File: config.mk
export PLATFORM = sky130hd
export DESIGN_NAME = sbus_frame_receiver_flat
export DESIGN_NICKNAME = d
export VERILOG_FILES = /design/src/rtl/sfr_pkg.sv /design/src/rtl/sfr_rx_if.sv /design/src/rtl/sfr_res_if.sv /design/src/rtl/sbus_frame_receiver.sv /design/src/rtl/sfr_ram.sv /design/src/rtl/sfr_unpacker.sv /design/src/flat_wrapper.sv
export SDC_FILE = /design/constraint.sdc
export NUM_CORES = 1
export LEC_CHECK = 0
export BUFFER_PORTS_ARGS = -buffer_cell sky130_fd_sc_hd__buf_4
export CAP_MARGIN = 20
export CORE_UTILIZATION = 66
export CTS_CLUSTER_DIAMETER = 200
export CTS_CLUSTER_SIZE = 30
export DETAILED_ROUTE_END_ITERATION = 7
export PLACE_DENSITY = 0.81
export SLEW_MARGIN = 20
export SYNTH_ARGS = -nofsm -noshare
export SYNTH_HDL_FRONTEND = slang
export SYNTH_SLANG_ARGS = --single-unit
File: constraint.sdc
create_clock -name i_clk -period 4.39 [get_ports i_clk]
set_clock_uncertainty 0.15 [all_clocks]
set_input_delay 0.2195 -clock i_clk [delete_from_list [all_inputs] [get_ports i_clk]]
set_output_delay 0.2195 -clock i_clk [all_outputs]
set_load 0.005 [all_outputs]
File: src/rtl/sfr_pkg.sv
// ----------------------------------------------------------------------------
// sfr_pkg
// shared constants, result codes and control structs of the frame receiver
// ----------------------------------------------------------------------------
package sfr_pkg;

    localparam int FRAME_BYTES    = 25;
    localparam int ADDR_W         = $clog2(FRAME_BYTES);
    localparam int FLAGS_POS      = 23;
    localparam int CHAN_FIRST_POS = 1;
    localparam int CHAN_LAST_POS  = 22;
    localparam int NUM_CHANNELS   = 16;
    localparam int CH_IDX_W       = $clog2(NUM_CHANNELS);
    localparam int CHAN_W         = 11;
    localparam int BYTE_W         = 8;
    // bit accumulator holds at most one byte on top of a partial channel
    localparam int ACC_W          = CHAN_W - 1 + BYTE_W;
    localparam int BITS_W         = $clog2(ACC_W + 1);
    localparam int STATUS_W       = 2;

    localparam logic [STATUS_W-1:0] ST_CHAN      = 2'd0;
    localparam logic [STATUS_W-1:0] ST_DISC      = 2'd1;
    localparam logic [STATUS_W-1:0] ST_FRAME_ERR = 2'd2;

    localparam logic [BYTE_W-1:0] START_BYTE_RST = 8'h0f;
    localparam logic [BYTE_W-1:0] END_BYTE_RST   = 8'h00;

    localparam int                CFG_IDX_W = 1;
    localparam logic [CFG_IDX_W-1:0] CFG_START_BYTE = 1'b0;
    localparam logic [CFG_IDX_W-1:0] CFG_END_BYTE   = 1'b1;

    // frame-complete event from the collector to the unpacker
    typedef struct packed {
        logic              go;
        logic              bad;
        logic              disc;
        logic [BYTE_W-1:0] flags;
    } t_frame_evt;

    // unpacker status back to the collector
    typedef struct packed {
        logic running;
        logic out_pending;
    } t_unp_status;

endpackage

File: src/rtl/sfr_rx_if.sv
// ----------------------------------------------------------------------------
// sfr_rx_if
// received byte channel, valid/ready transfer
// ----------------------------------------------------------------------------
interface sfr_rx_if;
    logic       valid;
    logic       ready;
    logic [7:0] rx_byte;

    modport source (output valid, output rx_byte, input ready);
    modport sink   (input valid, input rx_byte, output ready);
endinterface

File: src/rtl/sfr_res_if.sv
// ----------------------------------------------------------------------------
// sfr_res_if
// decoded result channel, valid/ready transfer
// ----------------------------------------------------------------------------
interface sfr_res_if;
    logic        valid;
    logic        ready;
    logic [1:0]  status;
    logic [3:0]  channel_index;
    logic [10:0] channel_value;
    logic [7:0]  flags_byte;
    logic        last;

    modport source (output valid, output status, output channel_index,
                    output channel_value, output flags_byte, output last,
                    input ready);
    modport sink   (input valid, input status, input channel_index,
                    input channel_value, input flags_byte, input last,
                    output ready);
endinterface

File: src/rtl/sbus_frame_receiver.sv
// ----------------------------------------------------------------------------
// sbus_frame_receiver
// frame receiver for 25-byte serial frames carrying sixteen 11-bit channels
// ----------------------------------------------------------------------------
// usage:
//   i_rx takes one received byte per transfer; o_res gives the decoded results
//   the config port writes start_byte (index 0) and end_byte (index 1), with the
//   low 8 bits of the data kept
//   while unsynchronized every byte other than start_byte is dropped; a start
//   byte opens a frame and the next 24 bytes are stored in the frame ram
//   the final byte of a frame checks start and end bytes: a bad frame gives a
//   single frame error result, a nonzero flags byte a single disconnected result,
//   both valid in the cycle right after the final transfer
//   a good frame is unpacked from the ram one byte per read, 22 reads in all;
//   each read goes through the single ram read port and its byte is then
//   appended to the bit accumulator, which takes one byte or gives one channel
//   at a time
//   i_rx is held off while a frame is unpacked, and the final byte of a frame
//   waits until the output register is empty
//   a stall on o_res holds the output register and pauses the unpacker
//   reset clears sync state, the byte count, the output register and the
//   config registers; the frame ram is not cleared, every entry is written
//   before it is read
// ----------------------------------------------------------------------------
module sbus_frame_receiver
    import sfr_pkg::*;
(
    input  logic                  i_clk,
    input  logic                  i_rst_n,
    sfr_rx_if.sink                i_rx,
    sfr_res_if.source             o_res,
    input  logic                  i_cfg_we,
    input  logic [CFG_IDX_W-1:0]  i_cfg_idx,
    input  logic [BYTE_W-1:0]     i_cfg_data
);

    // config registers
    logic [BYTE_W-1:0] r_start_byte;
    logic [BYTE_W-1:0] r_end_byte;

    // frame collection state
    logic              r_synced, n_synced;
    logic [ADDR_W-1:0] r_cnt, n_cnt;
    logic [BYTE_W-1:0] r_first, n_first;   // byte at frame position zero
    logic [BYTE_W-1:0] r_flags, n_flags;   // byte at the flags position

    t_frame_evt        evt;
    t_unp_status       unp_status;
    logic              rx_xfer;
    logic              final_byte;
    logic              wr_en;
    logic [ADDR_W-1:0] wr_addr;
    logic              rd_en;
    logic [ADDR_W-1:0] rd_addr;
    logic [BYTE_W-1:0] rd_data;

    always_ff @(posedge i_clk) begin
        if (!i_rst_n) begin
            r_start_byte <= START_BYTE_RST;
            r_end_byte   <= END_BYTE_RST;
        end else if (i_cfg_we) begin
            unique case (i_cfg_idx)
                CFG_START_BYTE: r_start_byte <= i_cfg_data;
                CFG_END_BYTE:   r_end_byte   <= i_cfg_data;
                default: ;
            endcase
        end
    end

    // final byte of a frame waits for an empty output register
    assign final_byte = r_synced && (r_cnt == ADDR_W'(FRAME_BYTES - 1));
    assign i_rx.ready = !unp_status.running && !(final_byte && unp_status.out_pending);
    assign rx_xfer    = i_rx.valid && i_rx.ready;

    always_comb begin
        n_synced  = r_synced;
        n_cnt     = r_cnt;
        n_first   = r_first;
        n_flags   = r_flags;
        wr_en     = 1'b0;
        wr_addr   = r_cnt;
        evt.go    = 1'b0;
        evt.bad   = (r_first != r_start_byte) || (i_rx.rx_byte != r_end_byte);
        evt.disc  = (r_flags != '0);
        evt.flags = r_flags;

        if (rx_xfer) begin
            if (!r_synced) begin
                // hunt for the start byte, it becomes frame position zero
                if (i_rx.rx_byte == r_start_byte) begin
                    n_synced = 1'b1;
                    n_first  = i_rx.rx_byte;
                    wr_en    = 1'b1;
                    wr_addr  = '0;
                    n_cnt    = ADDR_W'(1);
                end
            end else begin
                wr_en = 1'b1;
                if (r_cnt == ADDR_W'(FLAGS_POS)) begin
                    n_flags = i_rx.rx_byte;
                end
                if (final_byte) begin
                    evt.go   = 1'b1;
                    n_synced = 1'b0;
                    n_cnt    = '0;
                end else begin
                    n_cnt = r_cnt + ADDR_W'(1);
                end
            end
        end
    end

    always_ff @(posedge i_clk) begin
        if (!i_rst_n) begin
            r_synced <= 1'b0;
            r_cnt    <= '0;
        end else begin
            r_synced <= n_synced;
            r_cnt    <= n_cnt;
        end
        r_first <= n_first;
        r_flags <= n_flags;
    end

    sfr_ram #(
        .WIDTH (BYTE_W),
        .DEPTH (FRAME_BYTES)
    ) u_frame_ram (
        .i_clk   (i_clk),
        .i_we    (wr_en),
        .i_waddr (wr_addr),
        .i_wdata (i_rx.rx_byte),
        .i_re    (rd_en),
        .i_raddr (rd_addr),
        .o_rdata (rd_data)
    );

    sfr_unpacker u_unpacker (
        .i_clk     (i_clk),
        .i_rst_n   (i_rst_n),
        .i_evt     (evt),
        .o_status  (unp_status),
        .o_rd_en   (rd_en),
        .o_rd_addr (rd_addr),
        .i_rd_data (rd_data),
        .o_res     (o_res)
    );

    // ram is never written while a frame is read back
    a_no_wr_during_rd: assert property (@(posedge i_clk) disable iff (!i_rst_n)
        unp_status.running |-> !wr_en)
        else $error("sbus_frame_receiver: frame ram written while unpacking");

    // byte count stays inside the frame
    a_cnt_range: assert property (@(posedge i_clk) disable iff (!i_rst_n)
        r_cnt <= ADDR_W'(FRAME_BYTES - 1))
        else $error("sbus_frame_receiver: byte count out of range");

    // count is zero whenever the receiver is hunting for a start byte
    a_unsynced_cnt: assert property (@(posedge i_clk) disable iff (!i_rst_n)
        !r_synced |-> r_cnt == '0)
        else $error("sbus_frame_receiver: count not cleared out of sync");

endmodule

File: src/rtl/sfr_ram.sv
// ----------------------------------------------------------------------------
// sfr_ram
// generic single write, single read ram with registered read data
// ----------------------------------------------------------------------------
module sfr_ram #(
    parameter int WIDTH = 8,
    parameter int DEPTH = 32
) (
    input  logic                     i_clk,
    input  logic                     i_we,
    input  logic [$clog2(DEPTH)-1:0] i_waddr,
    input  logic [WIDTH-1:0]         i_wdata,
    input  logic                     i_re,
    input  logic [$clog2(DEPTH)-1:0] i_raddr,
    output logic [WIDTH-1:0]         o_rdata
);

    logic [WIDTH-1:0] r_mem [DEPTH];
    logic [WIDTH-1:0] r_rdata;

    always_ff @(posedge i_clk) begin
        if (i_we) begin
            r_mem[i_waddr] <= i_wdata;
        end
        if (i_re) begin
            r_rdata <= r_mem[i_raddr];
        end
    end

    assign o_rdata = r_rdata;

endmodule

File: src/rtl/sfr_unpacker.sv
// ----------------------------------------------------------------------------
// sfr_unpacker
// reads the stored frame byte by byte and emits results through an
// output register
// ----------------------------------------------------------------------------
module sfr_unpacker
    import sfr_pkg::*;
(
    input  logic               i_clk,
    input  logic               i_rst_n,
    input  t_frame_evt         i_evt,
    output t_unp_status        o_status,
    output logic               o_rd_en,
    output logic [ADDR_W-1:0]  o_rd_addr,
    input  logic [BYTE_W-1:0]  i_rd_data,
    sfr_res_if.source          o_res
);

    localparam logic U_IDLE = 1'b0;
    localparam logic U_RUN  = 1'b1;

    logic                r_state, n_state;
    logic                r_pend, n_pend;
    logic [ADDR_W-1:0]   r_addr, n_addr;
    logic [ACC_W-1:0]    r_acc, n_acc;
    logic [BITS_W-1:0]   r_bits, n_bits;
    logic [CH_IDX_W-1:0] r_ch, n_ch;
    logic [BYTE_W-1:0]   r_flags, n_flags;

    logic                r_out_valid, n_out_valid;
    logic [STATUS_W-1:0] r_out_status, n_out_status;
    logic [CH_IDX_W-1:0] r_out_index, n_out_index;
    logic [CHAN_W-1:0]   r_out_value, n_out_value;
    logic [BYTE_W-1:0]   r_out_flags, n_out_flags;
    logic                r_out_last, n_out_last;

    logic slot_free;
    logic have_chan;
    logic bytes_left;
    logic rd_en;

    assign slot_free  = !r_out_valid || o_res.ready;
    assign have_chan  = r_bits >= BITS_W'(CHAN_W);
    assign bytes_left = r_addr <= ADDR_W'(CHAN_LAST_POS);
    assign rd_en      = (r_state == U_RUN) && !r_pend && !have_chan && bytes_left;

    always_comb begin
        n_state      = r_state;
        n_pend       = 1'b0;
        n_addr       = r_addr;
        n_acc        = r_acc;
        n_bits       = r_bits;
        n_ch         = r_ch;
        n_flags      = r_flags;
        n_out_valid  = r_out_valid && !o_res.ready;
        n_out_status = r_out_status;
        n_out_index  = r_out_index;
        n_out_value  = r_out_value;
        n_out_flags  = r_out_flags;
        n_out_last   = r_out_last;

        unique case (r_state)
            U_IDLE: begin
                if (i_evt.go) begin
                    if (i_evt.bad || i_evt.disc) begin
                        n_out_valid  = 1'b1;
                        n_out_status = i_evt.bad ? ST_FRAME_ERR : ST_DISC;
                        n_out_index  = '0;
                        n_out_value  = '0;
                        n_out_flags  = i_evt.flags;
                        n_out_last   = 1'b1;
                    end else begin
                        n_state = U_RUN;
                        n_addr  = ADDR_W'(CHAN_FIRST_POS);
                        n_acc   = '0;
                        n_bits  = '0;
                        n_ch    = '0;
                        n_flags = i_evt.flags;
                    end
                end
            end
            U_RUN: begin
                if (r_pend) begin
                    // append the fetched byte above the bits still held
                    n_acc  = r_acc | (ACC_W'(i_rd_data) << r_bits);
                    n_bits = r_bits + BITS_W'(BYTE_W);
                end else if (have_chan) begin
                    if (slot_free) begin
                        n_out_valid  = 1'b1;
                        n_out_status = ST_CHAN;
                        n_out_index  = r_ch;
                        n_out_value  = r_acc[CHAN_W-1:0];
                        n_out_flags  = r_flags;
                        n_out_last   = (r_ch == CH_IDX_W'(NUM_CHANNELS - 1));
                        n_acc        = r_acc >> CHAN_W;
                        n_bits       = r_bits - BITS_W'(CHAN_W);
                        n_ch         = r_ch + CH_IDX_W'(1);
                        if (r_ch == CH_IDX_W'(NUM_CHANNELS - 1)) begin
                            n_state = U_IDLE;
                        end
                    end
                end else if (bytes_left) begin
                    n_pend = 1'b1;
                    n_addr = r_addr + ADDR_W'(1);
                end
            end
            default: begin
                n_state = U_IDLE;
            end
        endcase
    end

    always_ff @(posedge i_clk) begin
        if (!i_rst_n) begin
            r_state     <= U_IDLE;
            r_pend      <= 1'b0;
            r_out_valid <= 1'b0;
        end else begin
            r_state     <= n_state;
            r_pend      <= n_pend;
            r_out_valid <= n_out_valid;
        end
        r_addr       <= n_addr;
        r_acc        <= n_acc;
        r_bits       <= n_bits;
        r_ch         <= n_ch;
        r_flags      <= n_flags;
        r_out_status <= n_out_status;
        r_out_index  <= n_out_index;
        r_out_value  <= n_out_value;
        r_out_flags  <= n_out_flags;
        r_out_last   <= n_out_last;
    end

    assign o_rd_en              = rd_en;
    assign o_rd_addr            = r_addr;
    assign o_status.running     = (r_state == U_RUN);
    assign o_status.out_pending = r_out_valid;

    assign o_res.valid         = r_out_valid;
    assign o_res.status        = r_out_status;
    assign o_res.channel_index = r_out_index;
    assign o_res.channel_value = r_out_value;
    assign o_res.flags_byte    = r_out_flags;
    assign o_res.last          = r_out_last;

    // bit accumulator never overflows its width
    a_bits_bound: assert property (@(posedge i_clk) disable iff (!i_rst_n)
        r_state == U_RUN |-> r_bits <= BITS_W'(ACC_W))
        else $error("sfr_unpacker: bit count overflow");

    // a new frame never arrives while the previous one is still being unpacked
    a_evt_idle: assert property (@(posedge i_clk) disable iff (!i_rst_n)
        i_evt.go |-> (r_state == U_IDLE) && !r_out_valid)
        else $error("sfr_unpacker: frame event while busy");

    // every read issued is absorbed in the following cycle
    a_read_pend: assert property (@(posedge i_clk) disable iff (!i_rst_n)
        rd_en |=> r_pend)
        else $error("sfr_unpacker: read data lost");

    // the last channel result carries the highest channel number
    a_last_chan: assert property (@(posedge i_clk) disable iff (!i_rst_n)
        r_out_valid && r_out_last && (r_out_status == ST_CHAN)
            |-> r_out_index == CH_IDX_W'(NUM_CHANNELS - 1))
        else $error("sfr_unpacker: last flag on wrong channel");

endmodule

File: src/flat_wrapper.sv
// flat-port wrapper written by rule: the top's interface ports become plain ports
module sbus_frame_receiver_flat import sfr_pkg::*;
  (i_clk, i_rst_n, i_cfg_we, i_cfg_idx, i_cfg_data, i_rx_valid, i_rx_rx_byte, i_rx_ready, o_res_valid, o_res_status, o_res_channel_index, o_res_channel_value, o_res_flags_byte, o_res_last, o_res_ready);
  sfr_rx_if i_rx_i ();
  sfr_res_if o_res_i ();
  input  logic i_clk;
  input  logic i_rst_n;
  input  logic i_cfg_we;
  input  logic [CFG_IDX_W-1:0] i_cfg_idx;
  input  logic [BYTE_W-1:0] i_cfg_data;
  input wire logic [$bits(i_rx_i.valid)-1:0] i_rx_valid;
  input wire logic [$bits(i_rx_i.rx_byte)-1:0] i_rx_rx_byte;
  output wire logic [$bits(i_rx_i.ready)-1:0] i_rx_ready;
  output wire logic [$bits(o_res_i.valid)-1:0] o_res_valid;
  output wire logic [$bits(o_res_i.status)-1:0] o_res_status;
  output wire logic [$bits(o_res_i.channel_index)-1:0] o_res_channel_index;
  output wire logic [$bits(o_res_i.channel_value)-1:0] o_res_channel_value;
  output wire logic [$bits(o_res_i.flags_byte)-1:0] o_res_flags_byte;
  output wire logic [$bits(o_res_i.last)-1:0] o_res_last;
  input wire logic [$bits(o_res_i.ready)-1:0] o_res_ready;
  assign i_rx_i.valid = i_rx_valid;
  assign i_rx_i.rx_byte = i_rx_rx_byte;
  assign i_rx_ready = i_rx_i.ready;
  assign o_res_valid = o_res_i.valid;
  assign o_res_status = o_res_i.status;
  assign o_res_channel_index = o_res_i.channel_index;
  assign o_res_channel_value = o_res_i.channel_value;
  assign o_res_flags_byte = o_res_i.flags_byte;
  assign o_res_last = o_res_i.last;
  assign o_res_i.ready = o_res_ready;
  sbus_frame_receiver u_core (.i_clk(i_clk), .i_rst_n(i_rst_n), .i_rx(i_rx_i), .o_res(o_res_i), .i_cfg_we(i_cfg_we), .i_cfg_idx(i_cfg_idx), .i_cfg_data(i_cfg_data));
endmodule
==> impl_metrics.toml, run 1 <==
[critical_path]
cp_data_arrival_time_ps = 3180
crit_path_max_incr_delay_ps = 820
r2r_setup_slack_ps = 1330
end_kind = "flip-flop"
r2r_end = "u_core.u_unpacker.r_acc[16]$_SDFFCE_PN0P_"
cp_common_cell = "sky130_fd_sc_hd__nand4_1"
slowest_stage = "sky130_fd_sc_hd__nand2_1"
critical_path_peak_fanout = 29
r2r_cells = 5
criticalPathCategory = "input pin to flip-flop"
largest_delay_contributor_family_on_the_critical_path = "simple AND/OR/NAND/NOR gates"
critical_path.reg2reg.startpoint = "u_core.u_unpacker.r_bits[0]$_SDFFCE_PN0P_"
timing.critical_path.buf_inv = 2
worstSetupStartpointType = "input pin"
timing.critical_path.required_ps = 4370
critical_path.cell_chain = "dlygate4sd3_1 -> buf_4 -> xnor2_1 -> nand4_1 -> nor4_1 -> nand4_1 -> nand2_1"

[detailed_routing]
remaining_drc_errors = 0
drt-pass1-iter-count = 5
met3_length_mm = 2.30
met1_length_mm = 10.8
wl_per_cell_um = 25.0
routed-wl-met2_mm = 15.0
routed_wire_length_mm = 28.7
top_signal_layer_used = "met5"
ant_nets = 0
vias = 7513
initialDrtViolationCount = 810
detail_route.vias_per_cell = 6.55

[power]
seq_power_share = 0.665
power.clock.fraction = 0.311
total_power_mw = 4.92
combinationalPowerShare = 0.023
swShare = 0.194
power_leakage_nw = 4.78
power_report.internal_total_mw = 3.96
max-vdd-ir-drop_v = 0.000341
p_switching_mw = 0.952
cellPowerDensity_mw_per_mm2 = 340

[place]
place_inst = 1099
placed_area_mm2 = 0.0138
placement.io_buffers = 49
hpwlAfterDp_mm = 18.5
preCtsSetupSlack_ps = 1280
gp_routability_congestion = 1.00

[sta]
tightest_slew_ps = 977
hold_ws_ps = 4.20
report.final.hold_viol_count = 0
timing.setup.tns_ps = 0
fin_crit_sh = 0.728
worst_slack_ps = 1190
number_of_failing_setup_endpoints_in_the_final_timing_report = 0
setup_repair_after_global_routing_missed_its_margin = "no"
timing.fmax_mhz = 313
max-slew-margin-rel = 0.347
finalCriticalPeriod_ps = 3200
timing.final.max_slew_violations = 0

[floorplanning]
die_x_um = 143
floorplan.core_area_mm2 = 0.0195
initial_utilization = 0.673
chipHeight_um = 143
placementRows = 51
boundaryPins = 50
die_ar_mm2 = 0.0205

[finish]
final_cell_area_mm2 = 0.0144
insertedDiodeCount = 0
design.final.nets = 903
layout.cells.most_common = "sky130_fd_sc_hd__edfxtp_1"
mostFrequentLayoutCells = "sky130_fd_sc_hd__edfxtp_1 (290), sky130_fd_sc_hd__buf_4 (70), sky130_fd_sc_hd__nand2_1 (54)"
share_of_cells_above_drive_strength_1 = 0.176
flow.area_growth_from_synthesis_pct = 9.86
finish.cell_count_without_fillers = 1147
finish.utilization = 0.740

[min_path]
min_path_cells = 1
worstHoldStart = "i_rx_rx_byte[5]"
holdCritPathClass = "input pin to flip-flop"
hold_end = "u_core.r_first[5]$_DFFE_PP_"

[run_status]
outcome = "completed"

[global_route]
global_route.overflow_total = 0
grt_pass1_wl_mm = 43.2
grt_util_all_layers = 0.293
vias_in_the_first_global_route = 7415
initial_antenna_violation_count = 1
grt_start_max_net_pins = 54

[synthesis]
synthDistinctLibCells = 51
dominantRegCellSynth = "sky130_fd_sc_hd__edfxtp_1"
yosysWarningCount = 0
synthesized_area_divided_by_synthesized_cell_count_um2 = 16.3
netlist_area_mm2 = 0.0131
synth_fp_nets = 837
post_synth_inst_count = 808
synth_seq_area_share = 0.700
synth_edf_count = 290
ys_seq_elements = 315
asyncSetResetFlopFracSynth = 0

[clocking]
tritoncts = "yes"
root_buffer = "sky130_fd_sc_hd__clkbuf_16"
tritoncts_num_sinks = 315
post_cts_resized = 0
cts-htree-levels = 1
clk_transition_reported_paths_ps = 120
cts.path.max_buffers = 3
clkLatencyLatePin_ps = 500
cts_inserted_buffers = 14

[flow_run]
cap_viol_max_count = 0
[cells by family after synthesis]
family	after synthesis	synth area share
mux	106	0.133
buf+inv	54	0.0207
flops	315	0.700
xor+xnor	31	0.0206
fa+ha+maj	7	0.00666
compound gates	95	0.0434
simple gates	200	0.0750
[area by class of cell]
| class | instances | area, um2 |
|---|---|---|
| clock buffer | 23 | 405 |
| clock inverter | 1 | 16.3 |
| fill | 1162 | 5080 |
| inverter | 10 | 37.5 |
| multi-input combinational | 439 | 3680 |
| sequential | 315 | 9210 |
| tap | 265 | 332 |
| timing repair buffer | 94 | 766 |
[Yosys cell counts, types with 10 or more instances]
cell,count,share of area
sky130_fd_sc_hd__nor2_1,43,0.012
sky130_fd_sc_hd__xnor2_1,29,0.019
sky130_fd_sc_hd__nand2_1,54,0.015
sky130_fd_sc_hd__a21oi_1,35,0.013
sky130_fd_sc_hd__mux4_2,40,0.069
sky130_fd_sc_hd__nor2b_1,11,0.0052
sky130_fd_sc_hd__mux2i_1,34,0.026
sky130_fd_sc_hd__dfxtp_1,25,0.038
sky130_fd_sc_hd__clkbuf_1,25,0.0071
sky130_fd_sc_hd__buf_2,12,0.0046
sky130_fd_sc_hd__mux4_1,10,0.020
sky130_fd_sc_hd__mux2_2,22,0.019
sky130_fd_sc_hd__and2_1,23,0.011
sky130_fd_sc_hd__o21ai_0,18,0.0069
sky130_fd_sc_hd__edfxtp_1,290,0.66
sky130_fd_sc_hd__nand3_1,23,0.0088
[worst register-to-register path, delay by kind of cell, from the launching register on]
| kind | cells | cell delay, ps |
|---|---|---|
| AOI/OAI and AO/OA | 2 | 710 |
| DFF | 1 | 670 |
| adders and majority gates | 1 | 360 |
| and+or+nand+nor | 2 | 680 |
[what timing repair did]
item                                   4_1_cts  5_1_grt
endpoints found under the hold margin      203        0
hold buffers                                24        0
buffers inserted                             0        0
[how the worst max path moves through the flow]
stage / from / end / slack [ps] / cells past startpoint
finish: i_rx_rx_byte[7] / u_core.u_unpacker.r_acc[16]$_SDFFCE_PN0P_ / 1190 / 7
global route: i_rx_rx_byte[1] / u_core.u_unpacker.r_acc[16]$_SDFFCE_PN0P_ / 970 / 7
CTS: i_rx_rx_byte[6] / u_core.u_unpacker.r_acc[12]$_SDFFCE_PN0P_ / 1280 / 7
detailed placement: i_rx_rx_byte[5] / u_core.u_unpacker.r_acc[2]$_SDFFCE_PN0P_ / 1280 / 6
global placement: i_rx_rx_byte[5] / u_core.u_unpacker.r_acc[10]$_SDFFCE_PN0P_ / 1470 / 6
floorplan: u_core.r_cnt[0]$_SDFFE_PN0P_ / u_core.u_unpacker.o_res.channel_index[0]$_SDFFCE_PN0P_ / 1390 / 5
[power groups by stage]
| stage | Combinational (mW) | Clock [mW] | Sequential (mW) |
|---|---|---|---|
| after floorplan | 0.0373 | 0 | 3.34 |
| after global placement | 0.0904 | 0 | 3.34 |
| after detailed placement | 0.0954 | 0 | 3.34 |
| after CTS | 0.113 | 1.53 | 3.27 |
| after global routing | 0.124 | 1.63 | 3.27 |
| final | 0.115 | 1.53 | 3.27 |
[layer usage]
layer,vias to the layer above,GRT usage
met5,-,0
met4,2,0.0747
met3,52,0.0345
met2,403,0.513
met1,3815,0.393
li1,3241,-
[registers in the layout, indices dropped and copies added, names as in the netlist, 5 cells and up]
register and cells:
u_core.u_unpacker.o_res.channel_value 11, u_core.u_frame_ram.o_rdata 8, u_core.u_unpacker.o_rd_addr 5, u_core.r_flags 8, u_core.u_unpacker.r_acc 18, u_core.r_start_byte 8
u_core.r_first 8, u_core.r_cnt 5, u_core.u_unpacker.r_bits 5, u_core.r_end_byte 8, u_core.u_frame_ram.r_mem 200, u_core.u_unpacker.o_res.flags_byte 8
u_core.u_unpacker.r_flags 8
Note: power is estimated with default switching activity, not from simulation.
==> run 2: changes to the inputs <==
- CORE_UTILIZATION: 66 -> 61
- PLACE_DENSITY: 0.81 -> 0.76
- clock period: 4.39 -> 3.3 ns (I/O delays scaled with it)
==> run 2 against run 1 <==
Sequential share of layout area decreased by 0.58 points; die area increased by 8.1%; power is 33% higher; sequential power rose by 33%; clock-buffer cell count is 4 lower; clock power is 31% higher; critical path depth unchanged; hold slack better by 66 ps; flip-flop and latch count unchanged; register-to-register slack got worse by 1000 ps.
==> impl_metrics.toml, run 2 (same netlist as run 1, synthesis figures left out) <==
[run_status]
outcome = "completed"

[sta]
fin_crit_sh = 0.909
tightest_slew_ps = 901
timing.final.max_slew_violations = 0
number_of_failing_setup_endpoints_in_the_final_timing_report = 0
timing.fmax_mhz = 333
finalCriticalPeriod_ps = 3000
report.final.hold_viol_count = 0
setup_repair_after_global_routing_missed_its_margin = "no"
timing.setup.tns_ps = 0
worst_slack_ps = 300
max-slew-margin-rel = 0.399

[min_path]
holdCritPathClass = "input pin to flip-flop"
worstHoldStart = "i_rx_valid"
min_path_cells = 5
hold_end = "u_core.r_synced$_SDFFE_PN0N_"

[critical_path]
r2r_cells = 7
critical_path_peak_fanout = 8
timing.critical_path.required_ps = 3290
critical_path.reg2reg.startpoint = "u_core.r_cnt[0]$_SDFFE_PN0P_"
r2r_setup_slack_ps = 300
worstSetupStartpointType = "flip-flop"
criticalPathCategory = "flip-flop to flip-flop"
cp_data_arrival_time_ps = 2990
end_kind = "flip-flop"
r2r_end = "u_core.u_frame_ram.r_mem[18][6]$_DFFE_PP_"

[global_route]
vias_in_the_first_global_route = 7402
busiest_layer = "met2"
met1_usage = 0.342
grt_use_met3 = 0.0315
grt_start_max_net_pins = 54
routing_usage_on_met2 = 0.436
initial_antenna_violation_count = 0
grt_pass1_wl_mm = 42.0
global_route.overflow_total = 0
grt_util_all_layers = 0.255

[place]
gp_routability_congestion = 0.853
placement.io_buffers = 49
preCtsSetupSlack_ps = 366
place_inst = 1128
hpwlAfterDp_mm = 17.6
placed_area_mm2 = 0.0140

[detailed_routing]
wl_per_cell_um = 23.2
vias = 7351
ant_nets = 0
routed_wire_length_mm = 27.1
initialDrtViolationCount = 793
detail_route.vias_per_cell = 6.29
remaining_drc_errors = 0
drt-pass1-iter-count = 5

[floorplanning]
boundaryPins = 50
die_ar_mm2 = 0.0221
chipHeight_um = 149
initial_utilization = 0.624
die_x_um = 149
floorplan.core_area_mm2 = 0.0211
placementRows = 53

[finish]
share_of_cells_above_drive_strength_1 = 0.195
insertedDiodeCount = 0
register_containing_the_most_flip_flops_in_the_final_layout = "u_core.u_frame_ram.r_mem"
largest_register_ffs = 200
layout.filler_cells = 1329
design.final.nets = 918
finish.cell_count_without_fillers = 1168
final_cell_area_mm2 = 0.0146
flow.area_growth_from_synthesis_pct = 10.9
layout.cells.most_common = "sky130_fd_sc_hd__edfxtp_1"
mostFrequentLayoutCells = "sky130_fd_sc_hd__edfxtp_1 (290), sky130_fd_sc_hd__buf_4 (87), sky130_fd_sc_hd__nand2_1 (54)"

[clocking]
cts_inserted_buffers = 14
tritoncts_num_sinks = 315
cts-htree-levels = 1
cts.path.max_buffers = 3
root_buffer = "sky130_fd_sc_hd__clkbuf_16"
cts_post_setup_buffers_inserted = 0
clkLatencyLatePin_ps = 490
post_cts_resized = 0
ctsHoldBuffers = 20
tritoncts = "yes"
clk_transition_reported_paths_ps = 110

[flow_run]
cap_viol_max_count = 0

[power]
cellPowerDensity_mw_per_mm2 = 447
power_leakage_nw = 4.86
max-vdd-ir-drop_v = 0.000503
## run 2: where the power goes
group / switching [mW] / total [mW] / internal (mW)
combinational: 0.102 / 0.165 / 0.0633
sequential: 0.0109 / 4.35 / 4.34
clock: 1.15 / 2.00 / 0.853
## run 2: worst max path at each step
stage	from	to	slack, ps	depth (start not counted)
5_1_grt	u_core.r_cnt[0]$_SDFFE_PN0P_	u_core.u_frame_ram.r_mem[18][6]$_DFFE_PP_	90	7
3_3_place_gp	u_core.r_cnt[0]$_SDFFE_PN0P_	u_core.u_unpacker.o_res.channel_value[10]$_SDFFCE_PN0P_	550	5
6_report	u_core.r_cnt[0]$_SDFFE_PN0P_	u_core.u_frame_ram.r_mem[18][6]$_DFFE_PP_	300	7
4_1_cts	u_core.r_cnt[0]$_SDFFE_PN0P_	u_core.u_frame_ram.r_mem[18][6]$_DFFE_PP_	350	7
3_5_place_dp	u_core.r_cnt[0]$_SDFFE_PN0P_	u_core.u_frame_ram.r_mem[18][5]$_DFFE_PP_	370	7
2_1_floorplan	u_core.r_cnt[0]$_SDFFE_PN0P_	u_core.u_unpacker.o_res.channel_index[0]$_SDFFCE_PN0P_	300	5
## run 2: final cells by class
class	instances	area, um2	area share
well taps	275	344	0.0236
repair buffers	109	893	0.0613
multi-input cells	439	3690	0.253
clock inverters	1	16.3	0.00112
clock buffers	19	390	0.0268
flip-flops and latches	315	9210	0.632
inverters	10	37.5	0.00257
## run 2: per-stage QoR
stage / total power [mW] / hold slack [ps] / utilization
after global routing: 6.69 / 70.0 / 0.691
after detailed placement: 4.59 / 246 / 0.663
after floorplan: 4.49 / 114 / -
final: 6.52 / 70.0 / 0.691
after CTS: 6.55 / 52.6 / 0.691
after global placement: 4.58 / 239 / 0.662
## run 2: worst max-delay path: stages, from the launching register on
cell and delay, ps:
sky130_fd_sc_hd__dfxtp_1 490, sky130_fd_sc_hd__inv_1 100, sky130_fd_sc_hd__ha_1 220, sky130_fd_sc_hd__nand4b_1 230
sky130_fd_sc_hd__nor2_1 140, sky130_fd_sc_hd__nor2_1 340, sky130_fd_sc_hd__nand3_1 320, sky130_fd_sc_hd__nor2_1 650
## run 2: routing by layer
metal  routed length (um)  up-vias  share of wire
met1                10600     3712           0.39
met5                    0        -              0
met3                 1900       53          0.070
met4                  731        0          0.027
met2                13900      315           0.51
li1                     -     3271              -
